$ cat src/rtl/drr_pkg.sv
package drr_pkg;

   // request opcodes
   localparam logic OP_DEPOSIT = 1'b0;
   localparam logic OP_READ    = 1'b1;

   // payload widths fixed by the channel definition
   localparam int OP_W        = 1;
   localparam int POS_W       = 8;
   localparam int BYTE_W      = 8;
   localparam int REMAIN_W    = 9;
   localparam int LEN_W       = 7;
   // wide enough for any ring size the block supports, plus one
   localparam int RING_CALC_W = 17;

   // controller states
   typedef enum logic [3:0] {
      ST_IDLE  = 4'b0001,
      ST_FIRST = 4'b0010,
      ST_EMIT  = 4'b0100,
      ST_EMPTY = 4'b1000
   } ctrl_state_type;

   // controller to datapath
   typedef struct packed {
      logic load;       // take a read request, settle position and flags
      logic store;      // write a deposited byte into the ring
      logic issue;      // read the next ring slot and advance
      logic show_data;  // response carries a byte
   } cmd_type;

   // datapath to controller
   typedef struct packed {
      logic is_read;    // request at the port is a read
      logic empty;      // read request will deliver no byte
      logic last_hit;   // byte on show is the final one of the burst
   } status_type;

endpackage

$ cat src/rtl/drr_req_if.sv
interface drr_req_if;
   import drr_pkg::*;

   logic                valid;
   logic                ready;
   logic [OP_W-1:0]     op;
   logic [POS_W-1:0]    write_pos;
   logic [BYTE_W-1:0]   byte_in;
   logic                dma_wrapped;
   logic [REMAIN_W-1:0] dma_remaining;
   logic [LEN_W-1:0]    max_len;

   modport source (
      output valid, op, write_pos, byte_in, dma_wrapped, dma_remaining, max_len,
      input  ready
   );
   modport sink (
      input  valid, op, write_pos, byte_in, dma_wrapped, dma_remaining, max_len,
      output ready
   );

endinterface

$ cat src/rtl/drr_rsp_if.sv
interface drr_rsp_if;
   import drr_pkg::*;

   logic              valid;
   logic              ready;
   logic              has_data;
   logic [BYTE_W-1:0] data_byte;
   logic              last;
   logic              data_lost;
   logic [LEN_W-1:0]  byte_count;

   modport source (
      output valid, has_data, data_byte, last, data_lost, byte_count,
      input  ready
   );
   modport sink (
      input  valid, has_data, data_byte, last, data_lost, byte_count,
      output ready
   );

endinterface

$ cat src/rtl/dma_rx_ring_reader.sv
// deposit request: written to the ring when taken, ready again the next cycle, no response
// read request: taken in IDLE, ring read in FIRST, first byte shown in EMIT, then one byte
//    per cycle while rsp ready stays high, set by the single ring read port
// a read holds the block until its last response is taken; an empty read answers next cycle
// reset (synchronous): read position 0, wrap flag clear, no request in flight;
//    ring contents are not cleared
module dma_rx_ring_reader #(
   parameter int RING_SIZE = 256,
   parameter int MAX_BURST = 64
) (
   input  logic             clock,
   input  logic             reset,
   drr_req_if.sink          req_ch,
   drr_rsp_if.source        rsp_ch
);
   import drr_pkg::*;

   cmd_type    cmd;
   status_type status;

   // sequencer
   drr_ctrl u_ctrl (
      .clock     (clock),
      .reset     (reset),
      .req_valid (req_ch.valid),
      .req_ready (req_ch.ready),
      .rsp_valid (rsp_ch.valid),
      .rsp_ready (rsp_ch.ready),
      .status    (status),
      .cmd       (cmd)
   );

   // ring store, positions and response payload
   drr_datapath #(
      .RING_SIZE (RING_SIZE),
      .MAX_BURST (MAX_BURST)
   ) u_datapath (
      .clock             (clock),
      .reset             (reset),
      .cmd               (cmd),
      .status            (status),
      .req_op            (req_ch.op),
      .req_write_pos     (req_ch.write_pos),
      .req_byte_in       (req_ch.byte_in),
      .req_dma_wrapped   (req_ch.dma_wrapped),
      .req_dma_remaining (req_ch.dma_remaining),
      .req_max_len       (req_ch.max_len),
      .rsp_has_data      (rsp_ch.has_data),
      .rsp_data_byte     (rsp_ch.data_byte),
      .rsp_last          (rsp_ch.last),
      .rsp_data_lost     (rsp_ch.data_lost),
      .rsp_byte_count    (rsp_ch.byte_count)
   );

endmodule

$ cat src/rtl/drr_ctrl.sv
module drr_ctrl (
   input  logic                clock,
   input  logic                reset,
   input  logic                req_valid,
   output logic                req_ready,
   output logic                rsp_valid,
   input  logic                rsp_ready,
   input  drr_pkg::status_type status,
   output drr_pkg::cmd_type    cmd
);
   import drr_pkg::*;

   ctrl_state_type state_ff;
   ctrl_state_type state_in;

   // state register
   always_ff @(posedge clock) begin
      if (reset) begin
         state_ff <= ST_IDLE;
      end else begin
         state_ff <= state_in;
      end
   end

   // next state and commands
   always_comb begin
      state_in  = state_ff;
      cmd       = '0;
      req_ready = 1'b0;
      rsp_valid = 1'b0;
      case (state_ff)
         ST_IDLE: begin
            req_ready = 1'b1;
            if (req_valid) begin
               if (status.is_read == OP_READ) begin
                  cmd.load = 1'b1;
                  state_in = status.empty ? ST_EMPTY : ST_FIRST;
               end else begin
                  cmd.store = 1'b1;
               end
            end
         end
         ST_FIRST: begin
            cmd.issue = 1'b1;
            state_in  = ST_EMIT;
         end
         ST_EMIT: begin
            rsp_valid     = 1'b1;
            cmd.show_data = 1'b1;
            if (rsp_ready) begin
               if (status.last_hit) begin
                  state_in = ST_IDLE;
               end else begin
                  cmd.issue = 1'b1;
               end
            end
         end
         ST_EMPTY: begin
            rsp_valid = 1'b1;
            if (rsp_ready) begin
               state_in = ST_IDLE;
            end
         end
         default: begin
            state_in = ST_IDLE;
         end
      endcase
   end

   // never take a request while a response is on show
   a_no_overlap: assert property (@(posedge clock) disable iff (reset)
      !(req_ready && rsp_valid))
      else $error("request taken while response pending");

   // every ring read is followed by a byte on show
   a_issue_emit: assert property (@(posedge clock) disable iff (reset)
      cmd.issue |=> (state_ff == ST_EMIT))
      else $error("ring read not followed by byte response");

   // an empty response ends the request once taken
   a_empty_done: assert property (@(posedge clock) disable iff (reset)
      (state_ff == ST_EMPTY) && rsp_ready |=> (state_ff == ST_IDLE))
      else $error("empty response did not end the request");

endmodule

$ cat src/rtl/drr_datapath.sv
module drr_datapath #(
   parameter int RING_SIZE = 256,
   parameter int MAX_BURST = 64
) (
   input  logic                                 clock,
   input  logic                                 reset,
   input  drr_pkg::cmd_type                     cmd,
   output drr_pkg::status_type                  status,
   input  logic [drr_pkg::OP_W-1:0]             req_op,
   input  logic [drr_pkg::POS_W-1:0]            req_write_pos,
   input  logic [drr_pkg::BYTE_W-1:0]           req_byte_in,
   input  logic                                 req_dma_wrapped,
   input  logic [drr_pkg::REMAIN_W-1:0]         req_dma_remaining,
   input  logic [drr_pkg::LEN_W-1:0]            req_max_len,
   output logic                                 rsp_has_data,
   output logic [drr_pkg::BYTE_W-1:0]           rsp_data_byte,
   output logic                                 rsp_last,
   output logic                                 rsp_data_lost,
   output logic [drr_pkg::LEN_W-1:0]            rsp_byte_count
);
   import drr_pkg::*;

   localparam int                     AW        = (RING_SIZE > 1) ? $clog2(RING_SIZE) : 1;
   localparam logic [RING_CALC_W-1:0] RING_EXT  = RING_CALC_W'(RING_SIZE);
   localparam logic [AW-1:0]          LAST_SLOT = AW'(RING_SIZE - 1);
   localparam logic [LEN_W-1:0]       BURST_CAP = LEN_W'(MAX_BURST);

   logic [BYTE_W-1:0] ring_mem [RING_SIZE];

   logic [AW-1:0]     rp_ff,    rp_in;
   logic              wp_ff,    wp_in;
   logic              lost_ff,  lost_in;
   logic [AW-1:0]     point_ff, point_in;
   logic [LEN_W-1:0]  want_ff,  want_in;
   logic [LEN_W-1:0]  cnt_ff,   cnt_in;
   logic [BYTE_W-1:0] rdata_ff;

   logic [RING_CALC_W-1:0] wpos_ext;
   logic [RING_CALC_W-1:0] rem_ext;
   logic [RING_CALC_W-1:0] rem_sat;
   logic [RING_CALC_W-1:0] point_ext;
   logic                   double_wrap;
   logic [AW-1:0]          rp_a;
   logic                   wp_a;
   logic                   behind;
   logic                   ahead;
   logic [AW-1:0]          rp_new;

   // deposit address range check
   assign wpos_ext = RING_CALC_W'(req_write_pos);

   // write point from the remaining count, saturated to the ring size
   always_comb begin
      rem_ext   = RING_CALC_W'(req_dma_remaining);
      rem_sat   = (rem_ext > RING_EXT) ? RING_EXT : rem_ext;
      point_ext = RING_EXT - rem_sat;
      point_in  = (point_ext == RING_EXT) ? '0 : point_ext[AW-1:0];
   end

   // overrun checks on a new read request
   always_comb begin
      double_wrap = req_dma_wrapped && wp_ff;
      rp_a        = double_wrap ? '0 : rp_ff;
      wp_a        = double_wrap ? 1'b0 : (req_dma_wrapped | wp_ff);
      behind      = !wp_a && (point_in < rp_a);
      ahead       = wp_a && (point_in >= rp_a);
      rp_new      = (behind || ahead) ? '0 : rp_a;
      want_in     = (req_max_len > BURST_CAP) ? BURST_CAP : req_max_len;
   end

   // position, flag and count updates
   always_comb begin
      rp_in   = rp_ff;
      wp_in   = wp_ff;
      lost_in = lost_ff;
      cnt_in  = cnt_ff;
      if (cmd.load) begin
         rp_in   = rp_new;
         wp_in   = ahead ? 1'b0 : wp_a;
         lost_in = double_wrap || behind || ahead;
         cnt_in  = '0;
      end else if (cmd.issue) begin
         cnt_in = cnt_ff + LEN_W'(1);
         if (rp_ff == LAST_SLOT) begin
            rp_in = '0;
            wp_in = 1'b0;
         end else begin
            rp_in = rp_ff + AW'(1);
         end
      end
   end

   // read position and wrap flag
   always_ff @(posedge clock) begin
      if (reset) begin
         rp_ff <= '0;
         wp_ff <= 1'b0;
      end else begin
         rp_ff <= rp_in;
         wp_ff <= wp_in;
      end
   end

   // per request burst registers
   always_ff @(posedge clock) begin
      lost_ff <= lost_in;
      cnt_ff  <= cnt_in;
      if (cmd.load) begin
         point_ff <= point_in;
         want_ff  <= want_in;
      end
   end

   // ring store
   always_ff @(posedge clock) begin
      if (cmd.store && (wpos_ext < RING_EXT)) begin
         ring_mem[wpos_ext[AW-1:0]] <= req_byte_in;
      end
      if (cmd.issue) begin
         rdata_ff <= ring_mem[rp_ff];
      end
   end

   // status to the controller
   always_comb begin
      status.is_read  = req_op[0];
      status.empty    = (want_in == '0) || (rp_new == point_in);
      status.last_hit = (cnt_ff == want_ff) || (rp_ff == point_ff);
   end

   // response payload
   assign rsp_has_data   = cmd.show_data;
   assign rsp_data_byte  = cmd.show_data ? rdata_ff : '0;
   assign rsp_last       = cmd.show_data ? status.last_hit : 1'b1;
   assign rsp_data_lost  = lost_ff;
   assign rsp_byte_count = cmd.show_data ? cnt_ff : '0;

   // each ring read counts one byte
   a_cnt_step: assert property (@(posedge clock) disable iff (reset)
      cmd.issue && !$past(reset) |=> (cnt_ff == LEN_W'($past(cnt_ff) + LEN_W'(1))))
      else $error("byte count did not advance on ring read");

   // a shown byte stays within the burst
   a_cnt_range: assert property (@(posedge clock) disable iff (reset)
      cmd.show_data |-> (cnt_ff != '0) && (cnt_ff <= want_ff))
      else $error("byte count outside burst");

   // read position never leaves the ring
   a_rp_range: assert property (@(posedge clock) disable iff (reset)
      rp_ff <= LAST_SLOT)
      else $error("read position outside ring");

endmodule

$ cat src/flat_wrapper.sv
// flat-port wrapper written by rule: the top's interface ports become plain ports
module dma_rx_ring_reader_flat import drr_pkg::*;
#(
   parameter int RING_SIZE = 256,
   parameter int MAX_BURST = 64
)
  (clock, reset, req_ch_valid, req_ch_op, req_ch_write_pos, req_ch_byte_in, req_ch_dma_wrapped, req_ch_dma_remaining, req_ch_max_len, req_ch_ready, rsp_ch_valid, rsp_ch_has_data, rsp_ch_data_byte, rsp_ch_last, rsp_ch_data_lost, rsp_ch_byte_count, rsp_ch_ready);
  drr_req_if req_ch_i ();
  drr_rsp_if rsp_ch_i ();
  input  logic clock;
  input  logic reset;
  input wire logic [$bits(req_ch_i.valid)-1:0] req_ch_valid;
  input wire logic [$bits(req_ch_i.op)-1:0] req_ch_op;
  input wire logic [$bits(req_ch_i.write_pos)-1:0] req_ch_write_pos;
  input wire logic [$bits(req_ch_i.byte_in)-1:0] req_ch_byte_in;
  input wire logic [$bits(req_ch_i.dma_wrapped)-1:0] req_ch_dma_wrapped;
  input wire logic [$bits(req_ch_i.dma_remaining)-1:0] req_ch_dma_remaining;
  input wire logic [$bits(req_ch_i.max_len)-1:0] req_ch_max_len;
  output wire logic [$bits(req_ch_i.ready)-1:0] req_ch_ready;
  output wire logic [$bits(rsp_ch_i.valid)-1:0] rsp_ch_valid;
  output wire logic [$bits(rsp_ch_i.has_data)-1:0] rsp_ch_has_data;
  output wire logic [$bits(rsp_ch_i.data_byte)-1:0] rsp_ch_data_byte;
  output wire logic [$bits(rsp_ch_i.last)-1:0] rsp_ch_last;
  output wire logic [$bits(rsp_ch_i.data_lost)-1:0] rsp_ch_data_lost;
  output wire logic [$bits(rsp_ch_i.byte_count)-1:0] rsp_ch_byte_count;
  input wire logic [$bits(rsp_ch_i.ready)-1:0] rsp_ch_ready;
  assign req_ch_i.valid = req_ch_valid;
  assign req_ch_i.op = req_ch_op;
  assign req_ch_i.write_pos = req_ch_write_pos;
  assign req_ch_i.byte_in = req_ch_byte_in;
  assign req_ch_i.dma_wrapped = req_ch_dma_wrapped;
  assign req_ch_i.dma_remaining = req_ch_dma_remaining;
  assign req_ch_i.max_len = req_ch_max_len;
  assign req_ch_ready = req_ch_i.ready;
  assign rsp_ch_valid = rsp_ch_i.valid;
  assign rsp_ch_has_data = rsp_ch_i.has_data;
  assign rsp_ch_data_byte = rsp_ch_i.data_byte;
  assign rsp_ch_last = rsp_ch_i.last;
  assign rsp_ch_data_lost = rsp_ch_i.data_lost;
  assign rsp_ch_byte_count = rsp_ch_i.byte_count;
  assign rsp_ch_i.ready = rsp_ch_ready;
  dma_rx_ring_reader #(.RING_SIZE(RING_SIZE), .MAX_BURST(MAX_BURST)) u_core (.clock(clock), .reset(reset), .req_ch(req_ch_i), .rsp_ch(rsp_ch_i));
endmodule
$ cat config.mk
export PLATFORM = sky130hd
export DESIGN_NAME = dma_rx_ring_reader_flat
export DESIGN_NICKNAME = d
export VERILOG_FILES = /design/src/rtl/drr_pkg.sv /design/src/rtl/drr_req_if.sv /design/src/rtl/drr_rsp_if.sv /design/src/rtl/dma_rx_ring_reader.sv /design/src/rtl/drr_ctrl.sv /design/src/rtl/drr_datapath.sv /design/src/flat_wrapper.sv
export SDC_FILE = /design/constraint.sdc
export NUM_CORES = 2
export LEC_CHECK = 0
export ABC_AREA = 1
export BUFFER_PORTS_ARGS = -buffer_cell sky130_fd_sc_hd__buf_4
export CAP_MARGIN = 10
export CORE_UTILIZATION = 45
export CTS_CLUSTER_SIZE = 10
export DETAILED_ROUTE_END_ITERATION = 16
export HOLD_SLACK_MARGIN = 0.02
export SLEW_MARGIN = 20
export SYNTH_ARGS = -nofsm -noshare
export SYNTH_HDL_FRONTEND = slang
export SYNTH_SLANG_ARGS = --single-unit
export TNS_END_PERCENT = 10
$ cat constraint.sdc
create_clock -name clock -period 3.75 [get_ports clock]
set_clock_uncertainty 0.15 [all_clocks]
set_input_delay 0.1875 -clock clock [delete_from_list [all_inputs] [get_ports clock]]
set_output_delay 0.1875 -clock clock [all_outputs]
set_load 0.01 [all_outputs]
==> flow_metrics.tcl <==
set metrics [dict create \
    clock_sinks 2092 \
    detail_route.wirelength_mm 242 \
    layout.cells.most_common_list "2072 x edfxtp_1, 1364 x nor2_1, 1025 x o21ai_0, 471 x buf_4, 351 x nand2_1" \
    rows 157 \
    clock.fmax_mhz 276 \
    crit_start_category "flip-flop" \
    drt_drc_violations_left 0 \
    fp.dieW_um 433 \
    io_pins 58 \
    power.switching_fraction_pct 22.2 \
    grt_pass1_wl_mm 355 \
    timing_hold_violations_final 0 \
    synth-edff-count 2072 \
    timing_worst_setup_path_type "flip-flop to flip-flop" \
    core_sq_mm 0.184 \
    unrepaired_setup_endpoints_after_global_routing "true" \
    die_area_sq_mm 0.188 \
    fin_util_pct 52.2 \
    cp_max_fo 16 \
    detail_route.first_pass.iterations 6 \
    dominantRegCellSynth "edfxtp_1" \
    die_height_um 433 \
    synthesis.yosys.warnings 0 \
    syn_avg_cell_area_sq_um 12.9 \
    synthDominantCellAreaShare_pct 74.4 \
    net-switching-power_mw 10.7 \
    final_layout_size_suffix_gt1_share_pct 12.1 \
    globalRouteTotalUtil_pct 25.4 \
    power.static_leakage_nw 31.4 \
    routed-via-count 55400 \
    internal_power_mw 37.4 \
    min_path_type "input port to flip-flop" \
    hold_path.startpoint "req_ch_op" \
    post-route-min-period_ns 3.62 \
    yosysSeqAreaShare_pct 74.9 \
    crit_slowest_cell "dlygate4sd3_1" \
    yosysTopAreaCell "edfxtp_1" \
    number_of_fill_cells_in_the_layout 15500 \
    seq_power_share_pct 53.6 \
    globalRoute.totalOverflow 0 \
    grt_max_degree 147 \
    mappedNetlistArea_sq_mm 0.0836 \
    worstSetupEndpointType "flip-flop" \
    worst_setup_hold_path_clk_slew_ns 0.05 \
    ir_worst_vdd_v 0.000468 \
    syn-num-nets 6519 \
    data_arrival_time_of_the_worst_path_ns 4.03 \
    final-max-slew-violation-count 0 \
    grt_pass1_vias 53000 \
    holdPathStages 4 \
    root_buffer "clkbuf_16" \
    r2r_end "u_core.u_datapath.ring_mem[181][3]" \
    comb_power_share_pct 5.9 \
    layout_commonest_cell "edfxtp_1" \
    gp_routability_congestion 0.877 \
    rr_worst_depth 10 \
    yosys_register_bits 2092 \
    cts-root-to-sink-buffers 3 \
    netlist_instances 6469 \
    final.setup.tns_ns 0 \
    route.detailed.vias_per_inst 5.94 \
    post_drt_wl_per_cell_um 25.9 \
    dr_wl_met3_mm 19.1 \
    drtAntennaViolNets 0 \
    top_layer_used "met5" \
    area_growth_syn_to_layout_pct 14.8 \
    worst_ep_required_time_ns 4.15 \
    timing.rr.start "u_core.u_ctrl.state_ff[3]" \
    number_of_design_rule_violations_left_by_the_first_detailed_router_iteration 6318 \
    worstSkewPairLatency_ns 0.86 \
    synth.top_cells.by_area "edfxtp_1 74%, nor2_1 6.1%, o21ai_0 6.1%, o22ai_1 2.3%, o221ai_1 1.9%" \
    routed-wl-met2_mm 113 \
    nets 6866 \
    number_of_cts_inserted_buffers 229 \
    slew_at_the_pin_closest_to_its_max_slew_limit_ns 1.21 \
    critical_path.cell_chain "nor4_2 -> inv_2 -> nor2_1 -> nand2_2 -> nor3_2 -> dlygate4sd3_1 -> nand2_1 -> buf_4 -> nor2_1 -> buf_4" \
    cts_setup_buffers 0 \
    outcome "finished clean" \
    place.port_buffers 57 \
    critPathMaxStageDelay_ns 0.59 \
    synthDistinctLibCells 39 \
    async_reset_ff_share_pct 0 \
    final.period_utilization_pct 96.6 \
    power_mw 48.1 \
    timing.max_cap.violations 0 \
    wl_met1_mm 101 \
    floorplan.initialDensity_pct 45.5 \
    hold_end "u_core.u_ctrl.state_ff[0]" \
    p_per_area_mw_per_mm2 501 \
    number_of_antenna_violations_at_the_first_check_in_global_routing 5 \
    proportion_of_power_drawn_by_the_clock_network_pct 40.5 \
    htreeDepth 4 \
    report.final.setup_viol 0 \
    dp_hpwl_mm 143 \
    reg2reg_slack_ns 0.13 \
    worst_slew_margin_relative_to_its_limit_pct 19.4 \
    clock_tree_from_tritoncts "yes" \
]
[power by group through the flow]
stage          combinational (mW)  clock [mW]  sequential, mW
3_5_place_dp                 2.73           0            26.3
2_1_floorplan                1.47           0            26.2
3_3_place_gp                 2.69           0            26.2
5_1_grt                      3.03        20.5            25.8
6_report                     2.82        19.5            25.8
4_1_cts                      2.79        19.7            25.8
[critical path, delay by kind of cell, from the launching register on]
family | cells | cell delay [ns]
simple gates | 6 | 1.64
buf+inv | 4 | 1.14
flops | 1 | 0.35
[how the worst max path moves through the flow]
stage | start | end | slack, ns | cells past startpoint
after floorplan | req_ch_dma_remaining[8] | u_core.u_ctrl.state_ff[3] | 0.94 | 23
after global placement | req_ch_dma_remaining[8] | u_core.u_ctrl.state_ff[3] | 0.31 | 25
after detailed placement | req_ch_dma_remaining[8] | u_core.u_ctrl.state_ff[3] | 0.32 | 25
after CTS | u_core.u_ctrl.state_ff[3] | u_core.u_datapath.ring_mem[181][3] | 0.03 | 10
after global routing | req_ch_dma_remaining[8] | u_core.u_ctrl.state_ff[3] | -0.18 | 27
final | u_core.u_ctrl.state_ff[3] | u_core.u_datapath.ring_mem[181][3] | 0.13 | 10
[state kept, by name, indices dropped and copies added (netlist names), 4 cells and up]
register and cells:
u_core.u_ctrl.state_ff 4, u_core.u_datapath.rdata_ff 8, u_core.u_datapath.rp_ff 8, u_core.u_datapath.point_ff 8, u_core.u_datapath.want_ff 7, u_core.u_datapath.cnt_ff 7, u_core.u_datapath.ring_mem 2048
[layer usage]
| layer | vias to the layer above | GRT usage [%] |
|---|---|---|
| li1 | 24700 | - |
| met1 | 27900 | 35.8 |
| met2 | 2458 | 40.2 |
| met3 | 398 | 3.63 |
| met4 | 2 | 9.66 |
| met5 | - | 0 |
[synth_stat cells (6+ instances only)]
cell / n
buf_4: 25
o21ai_0: 1025
o22ai_1: 309
o221ai_1: 179
o21ai_1: 22
buf_1: 18
nand3_1: 266
inv_1: 78
nand2_1: 370
nand4_1: 37
edfxtp_1: 2072
clkbuf_1: 251
dfxtp_1: 20
xnor2_1: 7
a21oi_1: 99
buf_2: 158
or2_2: 6
a31oi_1: 7
nor3_2: 6
nor2_1: 1367
xor2_1: 11
o211ai_1: 75
buf_6: 19
ha_1: 12
inv_2: 6
[kinds of logic (layout without fill, tap and decap cells)]
kind of cell / count (synthesis) / count (layout) / synth area share (%)
xor gates and xnor gates: 18 / 18 / 0.188
DFF: 2092 / 2092 / 74.9
and+or+nand+nor: 2068 / 2068 / 9.91
buffers and inverters: 559 / 948 / 3.04
AOI/OAI and AO/OA: 1720 / 1720 / 11.8
adders and majority gates: 12 / 12 / 0.180
other: 0 / 2 / 0
[what timing repair did]
item	in CTS	in global routing
endpoints found under the setup margin	0	43
resized for setup	0	9
hold endpoints to repair	1463	0
hold buffers	59	0
[area by class of cell]
cell class | instances | area (sq um) | area share, %
diodes | 2 | 5.00 | 0.00521
clock buffers | 256 | 5890 | 6.14
clock inverters | 17 | 229 | 0.238
inverters | 87 | 355 | 0.370
multi-input cells | 3818 | 18600 | 19.3
flip-flops and latches | 2092 | 62600 | 65.2
well taps | 2464 | 3080 | 3.21
repair buffers | 588 | 5250 | 5.47
[metrics by stage]
stage	setup slack (ns)	instance area [sq um]	std cells	hold WS, ns
finish	0.128	96000	9324	0.114
global route	-0.176	96000	9322	0.0885
CTS	0.0270	96000	9322	0.0314
detailed placement	0.323	89300	8990	0.252
global placement	0.311	89300	8990	0.241
floorplan	0.937	83600	6469	0.136
(Power assumes the default switching activity.)
